**src/rtl/dvrl_pkg.sv**
```systemverilog
// Package for the dual velocity ramp limiter.
// Holds the shared widths, types, command codes and register indexes.
// Has no dependencies of its own.
package dvrl_pkg;

	localparam int unsigned VelW  = 16;
	localparam int unsigned StepW = 15;
	localparam int unsigned AgeW  = 16;
	localparam int unsigned CfgIdxW  = 2;
	localparam int unsigned CfgDataW = 16;

	typedef logic signed [VelW-1:0] vel_t;
	typedef logic [StepW-1:0]       step_t;
	typedef logic [AgeW-1:0]        age_t;
	typedef logic [CfgIdxW-1:0]     cfg_idx_t;
	typedef logic [CfgDataW-1:0]    cfg_data_t;

	localparam logic CMD_SETPOINT = 1'b0;
	localparam logic CMD_TICK     = 1'b1;

	localparam cfg_idx_t REG_ACCEL_STEP    = 2'd0;
	localparam cfg_idx_t REG_DECEL_STEP    = 2'd1;
	localparam cfg_idx_t REG_TIMEOUT_TICKS = 2'd2;

	localparam step_t ACCEL_RESET   = 15'd256;
	localparam step_t DECEL_RESET   = 15'd512;
	localparam age_t  TIMEOUT_RESET = 16'd50;
	localparam age_t  AGE_MAX       = 16'hFFFF;

	typedef struct packed {
		step_t accel;
		step_t decel;
	} ramp_cfg_t;

endpackage

```
**src/rtl/dvrl_item_if.sv**
```systemverilog
// Request channel of the dual velocity ramp limiter: setpoints and ticks.
// Depends on dvrl_pkg for the velocity type.
interface dvrl_item_if import dvrl_pkg::*; ();
	logic valid;
	logic ready;
	logic command;
	vel_t left_target;
	vel_t right_target;
	logic period_overrun;

	modport source (output valid, command, left_target, right_target, period_overrun,
		input ready);
	modport sink (input valid, command, left_target, right_target, period_overrun,
		output ready);
endinterface

```
**src/rtl/dvrl_result_if.sv**
```systemverilog
// Result channel of the dual velocity ramp limiter: ramped velocities.
// Depends on dvrl_pkg for the velocity type.
interface dvrl_result_if import dvrl_pkg::*; ();
	logic valid;
	logic ready;
	vel_t left_velocity;
	vel_t right_velocity;
	logic command_expired;

	modport source (output valid, left_velocity, right_velocity, command_expired,
		input ready);
	modport sink (input valid, left_velocity, right_velocity, command_expired,
		output ready);
endinterface

```
**src/rtl/dual_velocity_ramp_limiter.sv**
```systemverilog
// Dual velocity ramp limiter, top level.
// A request is registered in the input stage on acceptance; a non-overrun tick's result is
// held and offered in the result register; a waiting result can stall it in the input stage.
// Throughput: one request per cycle; the result register lets a new request
// in while an earlier result waits, but a non-overrun tick held behind that result holds the input.
// Reset clears velocities and targets, saturates the command age and loads
// the default step and timeout registers. Depends on dvrl_pkg, the interfaces and dvrl_ramp.
module dual_velocity_ramp_limiter import dvrl_pkg::*; (
	input  logic                 clk,
	input  logic                 arst_n,
	input  logic                 cfg_we,
	input  cfg_idx_t             cfg_index,
	input  cfg_data_t            cfg_wdata,
	dvrl_item_if.sink            item,
	dvrl_result_if.source        result
);

	ramp_cfg_t cfg_q;
	age_t      timeout_q;

	logic valid_s1;
	logic command_s1;
	vel_t left_target_s1;
	vel_t right_target_s1;
	logic overrun_s1;

	vel_t left_now_q;
	vel_t right_now_q;
	vel_t left_request_q;
	vel_t right_request_q;
	age_t age_q;

	logic out_valid_q;
	vel_t out_left_q;
	vel_t out_right_q;
	logic out_expired_q;

	age_t age_next;
	logic expired;
	logic emits;
	logic s1_go;
	vel_t left_goal;
	vel_t right_goal;
	vel_t left_next;
	vel_t right_next;

	always_ff @(posedge clk or negedge arst_n) begin
		if (!arst_n) begin
			cfg_q.accel <= ACCEL_RESET;
			cfg_q.decel <= DECEL_RESET;
			timeout_q   <= TIMEOUT_RESET;
		end else if (cfg_we) begin
			unique case (cfg_index)
				REG_ACCEL_STEP:    cfg_q.accel <= cfg_wdata[StepW-1:0];
				REG_DECEL_STEP:    cfg_q.decel <= cfg_wdata[StepW-1:0];
				REG_TIMEOUT_TICKS: timeout_q   <= cfg_wdata[AgeW-1:0];
				default: ;
			endcase
		end
	end

	assign age_next   = (age_q == AGE_MAX) ? age_q : age_q + age_t'(1);
	assign expired    = age_next > timeout_q;
	assign emits      = (command_s1 == CMD_TICK) && !overrun_s1;
	assign s1_go      = valid_s1 && (!emits || !out_valid_q || result.ready);
	assign item.ready = !valid_s1 || s1_go;
	assign left_goal  = expired ? '0 : left_request_q;
	assign right_goal = expired ? '0 : right_request_q;

	dvrl_ramp u_ramp_left (
		.now    (left_now_q),
		.target (left_goal),
		.cfg    (cfg_q),
		.next   (left_next)
	);

	dvrl_ramp u_ramp_right (
		.now    (right_now_q),
		.target (right_goal),
		.cfg    (cfg_q),
		.next   (right_next)
	);

	always_ff @(posedge clk or negedge arst_n) begin
		if (!arst_n) begin
			valid_s1 <= 1'b0;
		end else if (item.ready) begin
			valid_s1 <= item.valid;
		end
	end

	always_ff @(posedge clk) begin
		if (item.valid && item.ready) begin
			command_s1      <= item.command;
			left_target_s1  <= item.left_target;
			right_target_s1 <= item.right_target;
			overrun_s1      <= item.period_overrun;
		end
	end

	always_ff @(posedge clk or negedge arst_n) begin
		if (!arst_n) begin
			left_now_q      <= '0;
			right_now_q     <= '0;
			left_request_q  <= '0;
			right_request_q <= '0;
			age_q           <= AGE_MAX;
		end else if (s1_go) begin
			if (command_s1 == CMD_SETPOINT) begin
				left_request_q  <= left_target_s1;
				right_request_q <= right_target_s1;
				age_q           <= '0;
			end else begin
				age_q <= age_next;
				if (!overrun_s1) begin
					left_now_q  <= left_next;
					right_now_q <= right_next;
				end
			end
		end
	end

	always_ff @(posedge clk or negedge arst_n) begin
		if (!arst_n) begin
			out_valid_q <= 1'b0;
		end else if (s1_go && emits) begin
			out_valid_q <= 1'b1;
		end else if (result.ready) begin
			out_valid_q <= 1'b0;
		end
	end

	always_ff @(posedge clk) begin
		if (s1_go && emits) begin
			out_left_q    <= left_next;
			out_right_q   <= right_next;
			out_expired_q <= expired;
		end
	end

	assign result.valid           = out_valid_q;
	assign result.left_velocity   = out_left_q;
	assign result.right_velocity  = out_right_q;
	assign result.command_expired = out_expired_q;

	a_setpoint_clears_age: assert property (@(posedge clk) disable iff (!arst_n)
		(s1_go && command_s1 == CMD_SETPOINT) |=> (age_q == '0))
		else $error("command age not cleared by a setpoint");

	a_result_from_tick: assert property (@(posedge clk) disable iff (!arst_n)
		$rose(out_valid_q) |-> $past(s1_go && emits))
		else $error("result raised without a tick to cause it");

	a_stall_holds_stage: assert property (@(posedge clk) disable iff (!arst_n)
		!item.ready |-> (valid_s1 && out_valid_q && !result.ready))
		else $error("request refused without a pending stalled result");

	a_overrun_keeps_velocity: assert property (@(posedge clk) disable iff (!arst_n)
		(s1_go && command_s1 == CMD_TICK && overrun_s1) |=> $stable(left_now_q)
		&& $stable(right_now_q))
		else $error("velocity moved on an overrun tick");

endmodule

```
**src/rtl/dvrl_ramp.sv**
```systemverilog
// One channel of the ramp: steps the velocity toward its target.
// Accel step moves away from zero, decel step toward it,
// with zero counted as negative. Depends on dvrl_pkg.
module dvrl_ramp import dvrl_pkg::*; (
	input  vel_t      now,
	input  vel_t      target,
	input  ramp_cfg_t cfg,
	output vel_t      next
);

	logic signed [VelW:0] d_up;
	logic signed [VelW:0] d_dn;
	logic signed [VelW:0] up;
	logic signed [VelW:0] dn;
	logic signed [VelW:0] v_ext;

	assign v_ext = {now[VelW-1], now};
	assign d_up  = {target[VelW-1], target} - v_ext;
	assign d_dn  = v_ext - {target[VelW-1], target};
	assign up    = signed'({2'b00, cfg.accel});
	assign dn    = signed'({2'b00, cfg.decel});

	always_comb begin
		next = target;
		if (now > 0) begin
			if (d_up > up) begin
				next = vel_t'(v_ext + up);
			end else if (d_dn > dn) begin
				next = vel_t'(v_ext - dn);
			end
		end else begin
			if (d_dn > up) begin
				next = vel_t'(v_ext - up);
			end else if (d_up > dn) begin
				next = vel_t'(v_ext + dn);
			end
		end
	end

endmodule

```
**src/flat_wrapper.sv**
```systemverilog
// flat-port wrapper written by rule: the top's interface ports become plain ports
module dual_velocity_ramp_limiter_flat import dvrl_pkg::*;
  (clk, arst_n, cfg_we, cfg_index, cfg_wdata, item_valid, item_command, item_left_target, item_right_target, item_period_overrun, item_ready, result_valid, result_left_velocity, result_right_velocity, result_command_expired, result_ready);
  dvrl_item_if item_i ();
  dvrl_result_if result_i ();
  input  logic clk;
  input  logic arst_n;
  input  logic cfg_we;
  input  cfg_idx_t cfg_index;
  input  cfg_data_t cfg_wdata;
  input wire logic [$bits(item_i.valid)-1:0] item_valid;
  input wire logic [$bits(item_i.command)-1:0] item_command;
  input wire logic [$bits(item_i.left_target)-1:0] item_left_target;
  input wire logic [$bits(item_i.right_target)-1:0] item_right_target;
  input wire logic [$bits(item_i.period_overrun)-1:0] item_period_overrun;
  output wire logic [$bits(item_i.ready)-1:0] item_ready;
  output wire logic [$bits(result_i.valid)-1:0] result_valid;
  output wire logic [$bits(result_i.left_velocity)-1:0] result_left_velocity;
  output wire logic [$bits(result_i.right_velocity)-1:0] result_right_velocity;
  output wire logic [$bits(result_i.command_expired)-1:0] result_command_expired;
  input wire logic [$bits(result_i.ready)-1:0] result_ready;
  assign item_i.valid = item_valid;
  assign item_i.command = item_command;
  assign item_i.left_target = item_left_target;
  assign item_i.right_target = item_right_target;
  assign item_i.period_overrun = item_period_overrun;
  assign item_ready = item_i.ready;
  assign result_valid = result_i.valid;
  assign result_left_velocity = result_i.left_velocity;
  assign result_right_velocity = result_i.right_velocity;
  assign result_command_expired = result_i.command_expired;
  assign result_i.ready = result_ready;
  dual_velocity_ramp_limiter u_core (.clk(clk), .arst_n(arst_n), .cfg_we(cfg_we), .cfg_index(cfg_index), .cfg_wdata(cfg_wdata), .item(item_i), .result(result_i));
endmodule
```
**config.mk**
```make
export PLATFORM = sky130hd
export DESIGN_NAME = dual_velocity_ramp_limiter_flat
export DESIGN_NICKNAME = d
export VERILOG_FILES = /design/src/rtl/dvrl_pkg.sv /design/src/rtl/dvrl_item_if.sv /design/src/rtl/dvrl_result_if.sv /design/src/rtl/dual_velocity_ramp_limiter.sv /design/src/rtl/dvrl_ramp.sv /design/src/flat_wrapper.sv
export SDC_FILE = /design/constraint.sdc
export NUM_CORES = 1
export LEC_CHECK = 0
export ABC_AREA = 1
export BUFFER_PORTS_ARGS = -buffer_cell sky130_fd_sc_hd__buf_2
export CAP_MARGIN = 20
export CORE_MARGIN = 2
export CORE_UTILIZATION = 60
export CTS_CLUSTER_SIZE = 14
export DETAILED_ROUTE_END_ITERATION = 12
export PLACE_DENSITY_LB_ADDON = 0.05
export SKIP_LAST_GASP = 1
export SYNTH_ARGS = -nofsm -noshare
export SYNTH_HDL_FRONTEND = slang
export SYNTH_SLANG_ARGS = --single-unit
export TNS_END_PERCENT = 100
```
**constraint.sdc**
```tcl
create_clock -name clk -period 15.5 [get_ports clk]
set_clock_uncertainty 0.1 [all_clocks]
set_input_delay 0.775 -clock clk [delete_from_list [all_inputs] [get_ports clk]]
set_output_delay 0.775 -clock clk [all_outputs]
set_load 0.02 [all_outputs]
```
# Yosys cells after proc, flatten, opt, wreduce, memory -nomap -nowiden
# Cells that the tools add are included.
# word_totals
reg_bits	195
input_bits	57
output_inout_bits	35
word_cells	80
# classes
n_addsub	13
n_lt_le_gt_ge	11
eq_ne	3
mux	16
bitwise_logic	2
n_reduce_logical	18
# ops
cell	n
two-way mux 16 bit	14
> comparator 17 x 16 -> 1 bit	8
subtractor 16 x 16 -> 17 bit	4
adder 16 bit	4
subtractor 16 bit	4
> comparator 16 x 1 -> 1 bit, second input constant	2
adder 16 x 1 -> 16 bit, second input constant	1
== test 16 bit, second input constant	1
> comparator 16 bit	1
AND reduction 2 bit	4
logical AND 1 bit	4
logical NOT 1 bit	4
logical OR 1 bit	3
AND reduction 3 bit	1
== test 2 x 1 -> 1 bit, second input constant	1
== test 2 bit, second input constant	1
logical NOT 2 bit	1
two-way mux 1 bit	2
NOT 1 bit	2
nonzero test 2 bit	1

# Depth between registers and ports, before layout
# logic_depth
word_depth	9
mapped_depth	48
depth_no_buf	47

# Hierarchy
# A second synthesis with hierarchy kept.
# unflattened
hier_cells	3297
hier_area_um2	22704.3
# modules_own_cells
module	instances	cells_per_inst	area_each_um2	seq_area_each_um2
dual_velocity_ramp_limiter	1	791	8065.2	5241.3
dvrl_ramp (u_core.u_ramp_right)	1	1280	7473.4	0.0
dvrl_ramp (u_core.u_ramp_left)	1	1226	7165.6	0.0

# Least setup slack after synthesis
# Ideal clock, no wire load.
# synth_path
path_type	reg-to-reg
startpoint	register u_core.age_q[0]
endpoint	register u_core.out_left_q[11], in the netlist u_core.result.left_velocity[11] (data pin)
setup_time_ns	0.255
arrival_time_ns	5.823
required_ns	15.145
path_slack_ns	9.323
stages_incl_launch_ff	41
path_buffers	3
synth_period_minus_slack_ns	6.177
cell_sequence	dfstp_2 > ha_1 > inv_1 > nor3_1 > nand3_1 > nor2_1 > nand2_1 > nand2_1 > nor2_1 > nand2_1 > xor2_1 > inv_1 > ha_1 > nand2_1 > nor3_1 > nand3_1 > nand2_1 > buf_2 > (+5 left out) > nor2_1 > a211oi_1 > nor3_1 > nor3_1 > o21ai_0 > xor2_1 > ha_1 > nand2_1 > nor3_1 > nand2_1 > nand2_1 > nand2_1 > nand2_2 > nand2_2 > buf_4 > nand3_1 > nand3_1 > and2_1
# synth_via
elab_chain_len	9
word_cells_on_any_way	16
classes_between	3 x add/sub; 5 x order compare; 1 x eq/ne; 7 x mux
# synth_rtl
element	line	source
from (decl)	dual_velocity_ramp_limiter.sv:31	age_t age_q;
from (signal assigned)	dual_velocity_ramp_limiter.sv:114	age_q <= age_next;
adder 16 x 1 -> 16 bit or == test 16 bit (tied branches)	dual_velocity_ramp_limiter.sv:62	assign age_next = (age_q == AGE_MAX) ? age_q : age_q + age_t'(1);
two-way mux 16 bit (*)	dual_velocity_ramp_limiter.sv:62	
> comparator 16 bit (*)	dual_velocity_ramp_limiter.sv:63	assign expired = age_next > timeout_q;
two-way mux 16 bit (*)	dual_velocity_ramp_limiter.sv:67	assign left_goal = expired ? '0 : left_request_q;
subtractor 16 x 16 -> 17 bit, on equally long branches	dvrl_ramp.sv:18, dvrl_ramp.sv:19	
> comparator 17 x 16 -> 1 bit, on equally long branches	dvrl_ramp.sv:34, dvrl_ramp.sv:28	
two-way mux 16 bit, on equally long branches	dvrl_ramp.sv:34, dvrl_ramp.sv:28	
two-way mux 16 bit, on equally long branches	dvrl_ramp.sv:32, dvrl_ramp.sv:26	
two-way mux 16 bit (*)	dvrl_ramp.sv:25	if (now > 0) begin
named net u_core.left_next[11]	dual_velocity_ramp_limiter.sv:44	vel_t left_next;
to (signal assigned)	dual_velocity_ramp_limiter.sv:135	out_left_q <= left_next;
to (decl)	dual_velocity_ramp_limiter.sv:34	vel_t out_left_q;
# The timed path passes the listed nets; every way through them passes the cells marked *.
# A chain may end at the register's enable or synchronous reset.

# Worst setup path after layout
# layout_path
startpoint	register u_core.age_q[0]
endpoint	register u_core.out_left_q[7], in the netlist u_core.result.left_velocity[7] (data pin)
# layout_via
elab_chain_len	9
word_cells_on_any_way	16
classes_between	3 x add/sub; 5 x order compare; 1 x eq/ne; 7 x mux
# layout_rtl
element	line	source
adder 16 x 1 -> 16 bit or == test 16 bit (tied branches)	dual_velocity_ramp_limiter.sv:62	
two-way mux 16 bit (*)	dual_velocity_ramp_limiter.sv:62	
> comparator 16 bit (*)	dual_velocity_ramp_limiter.sv:63	
named net u_core.expired	dual_velocity_ramp_limiter.sv:39	logic expired;
two-way mux 16 bit (*)	dual_velocity_ramp_limiter.sv:67	
subtractor 16 x 16 -> 17 bit, on equally long branches	dvrl_ramp.sv:18, dvrl_ramp.sv:19	
> comparator 17 x 16 -> 1 bit, on equally long branches	dvrl_ramp.sv:34, dvrl_ramp.sv:28	
two-way mux 16 bit, on equally long branches	dvrl_ramp.sv:34, dvrl_ramp.sv:28	
two-way mux 16 bit, on equally long branches	dvrl_ramp.sv:32, dvrl_ramp.sv:26	
two-way mux 16 bit (*)	dvrl_ramp.sv:25	
named net u_core.left_next[7]	dual_velocity_ramp_limiter.sv:44	
# Marked as above.

==> impl_metrics.csv <==
group,metric,value,unit
synthesis,ys_seq_area_share,23.41,%
synthesis,yosysUniqueCellTypes,60,
layout,fillCellCount,3268,
sta,fin_crit_sh,55.32,%
drt,antenna_left,0,
worst_setup_path,cp_slowest_cell,"nand2_1",
synthesis,yosysMostFrequentCell,"nand2_1",
grt,grt_overflow_total,0,
cts,cts_tree,"yes",
cts,hold_buffers,0,
run,cap_viol_max_count,0,
worst_setup_path,slowest_delay,700,ps
grt,grt_first_pass_wirelength,124.8,mm
sta,hold_viol,0,
worst_setup_path,crit_type,"flop to flop",
worst_setup_path,cp.required,15610,ps
synthesis,synth-async-reset-ratio,65.64,%
sta,fin_ws,6926,ps
worst_setup_path,crit_top_cell,"nand2_1",
floorplan,coreArea,36700,um^2
cts,clk_pin_slew,70,ps
synthesis,yosysTopAreaCell,"ha_1",
worst_setup_path,startpoint_type,"flop",
drt,drc,0,
worst_setup_path,endpoint_kind,"flop",
synthesis,synth.top_cell.area_share,17.83,%
worst_setup_path,critPathMaxFanout,23,
floorplan,io_pins,92,
sta,tightest_slew,1043,ps
synthesis,synth.avg_cell_area,6.995,um^2
worst_setup_path,r2r-end,"u_core.result.left_velocity[7]",
synthesis,synth_warnings,0,
drt,firstDrtPassIters,7,
sta,slew_viol_final,0,
synthesis,synthCells,3201,
synthesis,ys_ff_latch,195,
sta,rsz0062_at_grt,"no",
synthesis,netlist_area,22390,um^2
sta,fin_crit,8574,ps
drt,vias,23100,
drt,routed_wl,82.74,mm
floorplan,initial_utilization,61.02,%
outcome,outcome,"finished clean",
floorplan,placementRows,70,
drt,initialDrtViolationCount,2532,
worst_setup_path,worstReg2RegStart,"u_core.age_q[0]",
sta,setup_tns,0,ps
drt,vias_per_cell,6.201,
sta,max_freq,0.1166,GHz
floorplan,die_h,197.2,um
layout,area_growth,5.862,%
placed_design,portBuffers,91,
cts,numCtsBuffers,17,
sta,setup_violations,0,
worst_setup_path,ff2ff_path_depth,37,
grt,grt_max_degree,80,
placed_design,pre_cts_ws,7271,ps
drt,wl_per_cell,22.21,um
synthesis,netlist_top_cells_count,"865 x nand2_1, 436 x inv_1, 319 x ha_1",
placed_design,gp_congestion,1.078,
layout,fin_util,64.59,%
cts,cts_root_buf,"clkbuf_16",
floorplan,die_w,197.2,um
cts,clkLatencyLatePin,460,ps
min_path,hold_path.class,"primary input to async pin",
floorplan,die_area,38880,um^2
sta,hold_ws,171.8,ps
synthesis,netlist_top_cells_area,"ha_1 18%, nand2_1 15%, dfrtp_1 12%",
cts,htreeDepth,4,
cts,cts_resized,0,
grt,first_global_vias,22150,
cts,cts_sinks,195,
grt,antenna_found_initial,3,
sta,max-slew-margin-rel,30.26,%
cts,clock_path_buffers,2,
grt,grt_usage,42.38,%
worst_setup_path,critPathArrivalTime,8690,ps
layout,nets,3632,
worst_setup_path,r2r_slack,6930,ps
layout,drive_gt1_share,8.044,%
synthesis,synth_ff_type,"dfrtp_1",
cts,cts_setup_buffers,0,
synthesis,synth_edf_count,67,
placed_design,hpwl,65.95,mm
layout,diodes,0,
synthesis,syn_nets,3589,
==> worst max-delay path by stage <==
stage / startpoint / endpoint / slack [ps] / cells past startpoint
floorplan: u_core.age_q[0] / u_core.result.left_velocity[11] / 9320 / 40
global placement: u_core.age_q[0] / u_core.result.left_velocity[12] / 7580 / 38
detailed placement: u_core.age_q[0] / u_core.result.left_velocity[4] / 7270 / 37
CTS: u_core.age_q[0] / u_core.result.left_velocity[4] / 7200 / 37
global route: u_core.age_q[0] / u_core.result.left_velocity[15] / 6220 / 37
finish: u_core.age_q[0] / u_core.result.left_velocity[7] / 6930 / 37
==> final cells by class <==
class | instances | area [um^2] | area share, %
Tap cell | 468 | 585.6 | 2.470
Clock inverter | 11 | 93.84 | 0.3959
Inverter | 449 | 1693 | 7.142
Multi-Input combinational cell | 2475 | 15020 | 63.35
Timing Repair Buffer | 106 | 594.3 | 2.507
Clock buffer | 21 | 480.5 | 2.027
Sequential cell | 195 | 5241 | 22.11
==> per-stage QoR <==
step	instance area [um^2]	cells
after global placement	23100	3692
after detailed placement	23100	3692
after global routing	23700	3725
after floorplan	22390	3201
after CTS	23680	3724
final	23700	3725
==> worst max-delay path: cells and delay by family (launching register included) <==
kind	cells	cell delay, ps
compound gates	3	820
xor+xnor	2	380
fa+ha+maj	4	1240
buf+inv	4	630
flops	1	560
simple gates	24	4540
==> layout by cell type (no fill, tap or decap), types with 11 or more instances in the layout <==
cell type | Yosys | layout
a21boi_0 | 13 | 13
edfxtp_1 | 67 | 67
o21ai_0 | 126 | 126
a21oi_1 | 199 | 199
nand4_1 | 47 | 47
nor3_1 | 35 | 35
mux2_2 | 28 | 28
dfrtp_1 | 107 | 107
inv_1 | 436 | 436
buf_4 | 14 | 14
inv_2 | 11 | 11
a31oi_1 | 13 | 13
clkbuf_16 | 0 | 17
nand3_1 | 301 | 301
a21o_1 | 16 | 16
nand2_1 | 865 | 865
nand3b_1 | 15 | 15
and2_1 | 25 | 25
dfstp_2 | 21 | 21
nand2_2 | 23 | 23
o21bai_1 | 24 | 24
fa_1 | 12 | 12
ha_1 | 319 | 319
nor2_1 | 171 | 171
xor2_1 | 140 | 140
buf_2 | 26 | 90
==> layer usage <==
layer	share of wire, %	up-vias	track usage, %
li1	-	10560	-
met1	39	10800	52.91
met2	43	1390	66.25
met3	11	346	11.01
met4	6.4	2	24.81
met5	0.016	-	0
==> cell families (layout without fill, tap and decap cells) <==
family | count (synthesis) | count (layout) | synth area share (%)
AOI/OAI and AO/OA | 443 | 443 | 11.17
xor gates and xnor gates | 148 | 148 | 5.789
adders and majority gates | 331 | 331 | 18.90
buffers and inverters | 531 | 587 | 9.533
DFF | 195 | 195 | 23.41
muxes | 28 | 28 | 1.408
and+or+nand+nor | 1525 | 1525 | 29.79
==> state kept, by name, summed over array words and instances (netlist names) <==
signal / count
u_core.result.valid: 1
u_core.result.command_expired: 1
u_core.valid_s1: 1
u_core.result.left_velocity: 16
u_core.right_target_s1: 16
u_core.left_now_q: 16
u_core.left_target_s1: 16
u_core.right_now_q: 16
u_core.right_request_q: 16
u_core.command_s1: 1
u_core.age_q: 16
u_core.result.right_velocity: 16
u_core.timeout_q: 16
u_core.overrun_s1: 1
u_core.left_request_q: 16
u_core.cfg_q: 30
Power is left out: the tool's default activity adds up to more than one toggle a clock period on the data nets, which glitch-free logic cannot reach.
